File: config.mk
export PLATFORM = sky130hd
export DESIGN_NAME = hsl_to_rgb_top
export DESIGN_NICKNAME = d
export VERILOG_FILES = /design/src/hslrgb_pkg.sv /design/src/hslrgb_chan.sv /design/src/hsl_to_rgb_top.sv
export SDC_FILE = /design/constraint.sdc
export NUM_CORES = 2
export LEC_CHECK = 0
export BUFFER_PORTS_ARGS = -buffer_cell sky130_fd_sc_hd__buf_2
export CORE_MARGIN = 1
export CORE_UTILIZATION = 53
export CTS_CLUSTER_DIAMETER = 50
export DETAILED_ROUTE_END_ITERATION = 10
export PLACE_DENSITY_LB_ADDON = 0.15
export REMOVE_ABC_BUFFERS = 1
export SLEW_MARGIN = 20
export SYNTH_ARGS = -nofsm -noshare
export SYNTH_HDL_FRONTEND = slang
export SYNTH_HIERARCHICAL = 1
export SYNTH_SLANG_ARGS = --single-unit
File: constraint.sdc
create_clock -name clk -period 9.1 [get_ports clk]
set_clock_uncertainty 0.2 [all_clocks]
set_input_delay 1.365 -clock clk [delete_from_list [all_inputs] [get_ports clk]]
set_output_delay 1.365 -clock clk [all_outputs]
set_load 0.02 [all_outputs]
File: src/hslrgb_pkg.sv
// Shared constants and types for the HSL to RGB converter.
`default_nettype none

package hslrgb_pkg;

    localparam int FRACTION_BITS = 12;
    localparam int HUE_W         = 16;
    localparam int IN_W          = 13;
    localparam int CH_W          = 8;

    localparam int ONE_W    = FRACTION_BITS + 1;
    localparam int CMP_W    = ((IN_W > ONE_W) ? IN_W : ONE_W) + 1;
    localparam int X_W      = HUE_W + 2;
    localparam int K_W      = HUE_W + 1;
    localparam int M_W      = 2 * FRACTION_BITS + 1;
    localparam int P_W      = M_W + K_W;
    localparam int LEVEL_W  = 2 * FRACTION_BITS + HUE_W + 2;
    localparam int SCALED_W = LEVEL_W + CH_W;
    localparam int SHIFT    = 2 * FRACTION_BITS + HUE_W;
    localparam int TOP_W    = SCALED_W - SHIFT;

    typedef logic [ONE_W-1:0] frac_t;
    typedef logic [K_W-1:0]   k_t;
    typedef logic [M_W-1:0]   m_t;
    typedef logic [CH_W-1:0]  chan_t;

    localparam frac_t ONE = ONE_W'(1) << FRACTION_BITS;
    localparam logic [TOP_W-1:0] CH_MAX = TOP_W'((1 << CH_W) - 1);

endpackage

`default_nettype wire

File: src/hslrgb_chan.sv
// One color channel: hue ramp blend of the two levels, scale by 255, truncate.
`default_nettype none

module hslrgb_chan
    import hslrgb_pkg::*;
(
    input  wire logic  clk,
    input  wire m_t    m,
    input  wire k_t    k,
    input  wire m_t    lo,
    output chan_t      level
);

    logic [P_W-1:0]      p_reg;
    logic [LEVEL_W-1:0]  mix;
    logic [SCALED_W-1:0] scaled;
    logic [TOP_W-1:0]    top_bits;
    chan_t               level_reg;
    chan_t               level_next;

    // (hi - lo) * k, with hi - lo = 2 * m
    always_ff @(posedge clk)
    begin
        p_reg     <= P_W'(m) * P_W'(k);
        level_reg <= level_next;
    end

    always_comb
    begin
        mix        = (LEVEL_W'(lo) << HUE_W) + (LEVEL_W'(p_reg) << 1);
        scaled     = (SCALED_W'(mix) << CH_W) - SCALED_W'(mix);
        top_bits   = scaled[SCALED_W-1:SHIFT];
        level_next = (top_bits > CH_MAX) ? '1 : CH_W'(top_bits);
    end

    assign level = level_reg;

endmodule

`default_nettype wire

File: src/hsl_to_rgb_top.sv
// Top level of the pipelined HSL to RGB pixel converter.
`default_nettype none

// One pixel is taken on every clock at which start is high; busy is always low.
// Each result appears on red, green and blue with done high for one cycle,
// after its start has passed a clamp and hue ramp stage, a stage
// with the saturation-lightness multiplier, a stage with one 25x17 multiplier
// per channel, and the scale-by-255 output stage. The receiver cannot stall,
// so results are never held back.
module hsl_to_rgb_top
    import hslrgb_pkg::*;
(
    input  wire logic              clk,
    input  wire logic              rst_n,
    input  wire logic              start,
    output logic                   busy,
    input  wire logic [HUE_W-1:0]  hue,
    input  wire logic [IN_W-1:0]   saturation,
    input  wire logic [IN_W-1:0]   lightness,
    output logic                   done,
    output chan_t                  red,
    output chan_t                  green,
    output chan_t                  blue
);

    localparam logic [X_W-1:0] TURN     = X_W'(1) << HUE_W;
    localparam logic [X_W-1:0] TWO_TURN = X_W'(2) << HUE_W;
    localparam logic [X_W-1:0] TURN3    = X_W'(3) << HUE_W;

    function automatic frac_t clamp_one(input logic [IN_W-1:0] v);
        if (CMP_W'(v) > CMP_W'(ONE))
            return ONE;
        else
            return ONE_W'(v);
    endfunction

    // ramp weight of the high level, 0..TURN
    function automatic k_t ramp_k(input logic [X_W-1:0] x);
        logic [X_W:0] x2;
        x2 = {x, 1'b0};
        if (x2 < {1'b0, TURN})
            return K_W'(x2);
        else if (x2 < {1'b0, TURN3})
            return K_W'(TURN);
        else if (x < TWO_TURN)
            return K_W'({TWO_TURN - x, 1'b0});
        else
            return '0;
    endfunction

    logic [3:0] valid_reg;

    frac_t s1_reg;
    frac_t l1_reg;
    k_t    k1_reg [3];
    m_t    m2_reg;
    frac_t l2_reg;
    k_t    k2_reg [3];
    m_t    lo3_reg;

    frac_t          s1_next;
    frac_t          l1_next;
    k_t             k1_next [3];
    logic [X_W-1:0] h3;
    logic [X_W-1:0] x_red;
    logic [X_W-1:0] x_blue;
    frac_t          a_sel;
    m_t             m2_next;
    m_t             lo3_next;
    chan_t          ch_level [3];

    always_comb
    begin
        s1_next = clamp_one(saturation);
        l1_next = clamp_one(lightness);
        h3      = (X_W'(hue) << 1) + X_W'(hue);
        x_red   = h3 + TURN;
        if (x_red > TURN3)
            x_red = x_red - TURN3;
        x_blue  = (h3 < TURN) ? (h3 + TWO_TURN) : (h3 - TURN);
        k1_next[0] = ramp_k(x_red);
        k1_next[1] = ramp_k(h3);
        k1_next[2] = ramp_k(x_blue);
    end

    // m = min(l, 1-l) * s; low level = l - m, high level = l + m
    always_comb
    begin
        a_sel    = ({l1_reg, 1'b0} < {1'b0, ONE}) ? l1_reg : (ONE - l1_reg);
        m2_next  = M_W'(a_sel) * M_W'(s1_reg);
        lo3_next = (M_W'(l2_reg) << FRACTION_BITS) - m2_reg;
    end

    always_ff @(posedge clk or negedge rst_n)
    begin
        if (!rst_n)
            valid_reg <= '0;
        else
            valid_reg <= {valid_reg[2:0], start};
    end

    always_ff @(posedge clk)
    begin
        s1_reg  <= s1_next;
        l1_reg  <= l1_next;
        k1_reg  <= k1_next;
        m2_reg  <= m2_next;
        l2_reg  <= l1_reg;
        k2_reg  <= k1_reg;
        lo3_reg <= lo3_next;
    end

    for (genvar c = 0; c < 3; c++)
    begin : g_chan
        hslrgb_chan u_chan (
            .clk   (clk),
            .m     (m2_reg),
            .k     (k2_reg[c]),
            .lo    (lo3_reg),
            .level (ch_level[c])
        );
    end

    assign busy  = 1'b0;
    assign done  = valid_reg[3];
    assign red   = ch_level[0];
    assign green = ch_level[1];
    assign blue  = ch_level[2];

`ifndef NO_ASSERTIONS
    a_latency: assert property (@(posedge clk) disable iff (!rst_n)
        start |-> ##4 done)
        else $error("item lost in pipeline");

    a_no_phantom: assert property (@(posedge clk) disable iff (!rst_n)
        done |-> $past(start, 4))
        else $error("result without item");

    a_grey: assert property (@(posedge clk) disable iff (!rst_n)
        (done && $past(saturation, 4) == '0) |-> (red == green && green == blue))
        else $error("zero saturation not grey");
`endif

endmodule

`default_nettype wire

==> metrics.cfg <==
[grt]
gr-usage-all-layers_pct = 29.5
grt_max_degree = 42
grt_pass1_vias = 50751
grt_pass1_wl_um = 282000
antenna_found_initial = 5
grt_overflow = 0

[placement]
io_buffer_count = 69
dp_hpwl_um = 141000
place_congestion = 0.920

[yosys]
synth_top_family_by_area = adder cells
syn_inst = 7416
synth_flop_cell = dfxtp_1
ys_seq_area_share_pct = 10.5
synth_xor_area_share_pct = 3.40
synth-async-reset-ratio_pct = 1.19
synthSimpleGateAreaFrac_pct = 17.3
yosys_warnings = 6
synth_edf_count = 0
synth_compound_area_share_pct = 9.64
syn_area_mm2 = 0.0643
synth_mux_area_share_pct = 0.0662
postSynthAreaPerCell_um2 = 8.67
synth.distinct_cells = 128
synth-seq-cells = 336
synthAdderAreaFrac_pct = 47.9

[critical_path]
worst_setup_path_start_kind = flop
path_cells = buf_4, nand2_1, fa_1, inv_1, fa_1, fa_1, fa_1, fa_1, inv_1, fa_1, inv_1, ha_1, and3_1, a221oi_1, o31ai_1, o21ai_1, o221ai_1, a31o_2, a221oi_2, xnor2_1
critPathSlowestCell = dfxtp_2
required_ps = 9500
crit_path_max_fanout = 26
cp_common_cell = fa_1
cp_top_family = adder cells
r2r_end = g_chan[0].u_chan/p_reg[39]
max_stage_delay_ps = 950
cp.arrival_ps = 7930
r2r_start = m2_reg[14]
cp-end-kind = flop
path_buf_inv = 4
reg2regPathDepth = 20
critPathKind = reg2reg
r2r_slack_ps = 1560

[routing]
routedWlPerCell_um = 19.4
dr_wl_met2_um = 78100
ant_nets = 0
drtIter0Drc = 3592
met1_length_um = 79200
vias_per_cell = 5.45
wl_met3_um = 11600
totalWireLength_um = 176000
route.detailed.drc = 0
route.vias.total = 49298
top_layer_used = met5
dr.pass1.iters = 6

[hold_path]
min_from = k1_reg[16]
hold_class = reg2reg
min_delay_path_depth = 0
worstHoldEndpoint = k2_reg[16]

[cts]
htreeDepth = 2
clk_pin_slew_ps = 60
cts_resized = 0
cts_buffers = 52
cts-root-buf = clkbuf_16
clock_latency_ps = 670
cts_tree = yes
cts_sinks = 336
cts.path.max_buffers = 3
postCtsSetupRepairBufs = 0
holdBufCountCts = 0

[floorplanning]
pin_count = 71
die_w_um = 350
initial_core_util_pct = 53.5
fp.dieH_um = 350
fp-row-count = 127
core_region_area_mm2 = 0.120
dieArea_mm2 = 0.123

[timing]
fmax_ghz = 0.133
relSlewSlack_pct = 21.8
rsz0062_at_grt = false
tns_ps = 0
holdWs_ps = 124
period_minus_slack_ps = 7540
setup_viol = 0
hold_viol = 0
finalCritPeriodShare_pct = 82.8
drv_slew = 0
tightestPinTransition_ps = 1170

[final_layout]
largest_reg_flops = 123
layout-drive-gt1-share_pct = 5.54
nNetsFinal = 9208
areaGrowthSynthToFinish_pct = 6.33

[run]
cap_viol_max_count = 0

[status]
status = finished clean

==> layout by cell type (no fill, tap or decap), drive strengths merged, types with 18 or more instances in the layout <==
cell type  instances
or3               22
o21ai            161
nand2           1086
nand3             74
xnor2            175
a21oi            286
inv             1633
a21o             117
o22ai             27
nand2b            41
or2               18
a211oi            42
nor4              21
xor2              70
ha               616
nor2b             60
dfxtp            332
nand4             46
fa              1153
nor3              78
clkinv            18
nor2             160
conb              22
o211ai            24
and2             570
o21a              37
and3              38
o31ai             18
buf              166
clkbuf            58
o21bai            37
a31oi             28
==> layout make-up <==
cell class / instances / area (um2)
tap: 1612 / 2020
fill: 11126 / 51800
inverter: 1623 / 6090
multi-input combinational: 5215 / 50400
antenna: 2 / 5.00
timing repair buffer: 166 / 1100
clock inverter: 40 / 537
clock buffer: 58 / 1380
sequential: 336 / 6780
==> layer usage <==
layer / up-vias / track usage (%)
li1: 22772 / -
met1: 24746 / 42.1
met4: 4 / 10.4
met2: 1517 / 45.9
met5: - / 0
met3: 259 / 4.17
==> metrics by stage <==
stage	utilization, %	instance area (um2)	setup WS (ps)	instances
after floorplan	-	63300	2290	7174
after global placement	55.3	66400	1770	8952
after detailed placement	55.3	66400	1640	8952
after CTS	56.9	68300	1650	9050
after global routing	56.9	68300	1200	9050
final	56.9	68300	1560	9052
==> how the worst max path moves through the flow <==
| stage | to | slack [ps] | startpoint | cells past startpoint |
|---|---|---|---|---|
| final | g_chan[0].u_chan/p_reg[39] | 1560 | m2_reg[14] | 20 |
| after global routing | g_chan[2].u_chan/p_reg[40] | 1200 | k2_reg[3] | 22 |
| after CTS | g_chan[0].u_chan/p_reg[37] | 1650 | m2_reg[3] | 20 |
| after detailed placement | g_chan[1].u_chan/p_reg[35] | 1640 | k2_reg[19] | 22 |
| after global placement | g_chan[0].u_chan/p_reg[39] | 1770 | m2_reg[15] | 20 |
| after floorplan | g_chan[1].u_chan/p_reg[36] | 2290 | m2_reg[10] | 20 |
==> Yosys cell counts (16+ instances only) <==
| cell type | instances | area share (%) |
|---|---|---|
| a211oi_1 | 31 | 0.36 |
| a21o_1 | 116 | 1.4 |
| a21oi_1 | 277 | 2.2 |
| a31oi_1 | 27 | 0.26 |
| and2_1 | 570 | 5.5 |
| and3_1 | 33 | 0.32 |
| clkbuf_1 | 242 | 1.4 |
| dfxtp_1 | 332 | 10 |
| fa_1 | 1153 | 36 |
| ha_1 | 616 | 12 |
| inv_1 | 1621 | 9.5 |
| nand2_1 | 1085 | 6.3 |
| nand2b_1 | 41 | 0.40 |
| nand3_1 | 74 | 0.58 |
| nand4_1 | 42 | 0.41 |
| nor2_1 | 159 | 0.93 |
| nor2b_1 | 60 | 0.58 |
| nor3_1 | 75 | 0.58 |
| o211ai_1 | 23 | 0.27 |
| o21a_1 | 34 | 0.40 |
| o21ai_0 | 127 | 0.99 |
| o21ai_1 | 29 | 0.23 |
| o21bai_1 | 37 | 0.43 |
| o22ai_1 | 26 | 0.25 |
| o31ai_1 | 16 | 0.19 |
| or3_1 | 20 | 0.19 |
| xnor2_1 | 172 | 2.3 |
| xor2_1 | 68 | 0.93 |
==> kinds of logic after synthesis <==
kind of cell | after synthesis
compound gates | 911
xor+xnor | 245
fa+ha+maj | 1769
buf+inv | 1886
flops | 336
mux | 4
other cells | 1
simple gates | 2264
Power is left out: the tool's default activity adds up to more than one toggle a clock period on the data nets, which glitch-free logic cannot reach.
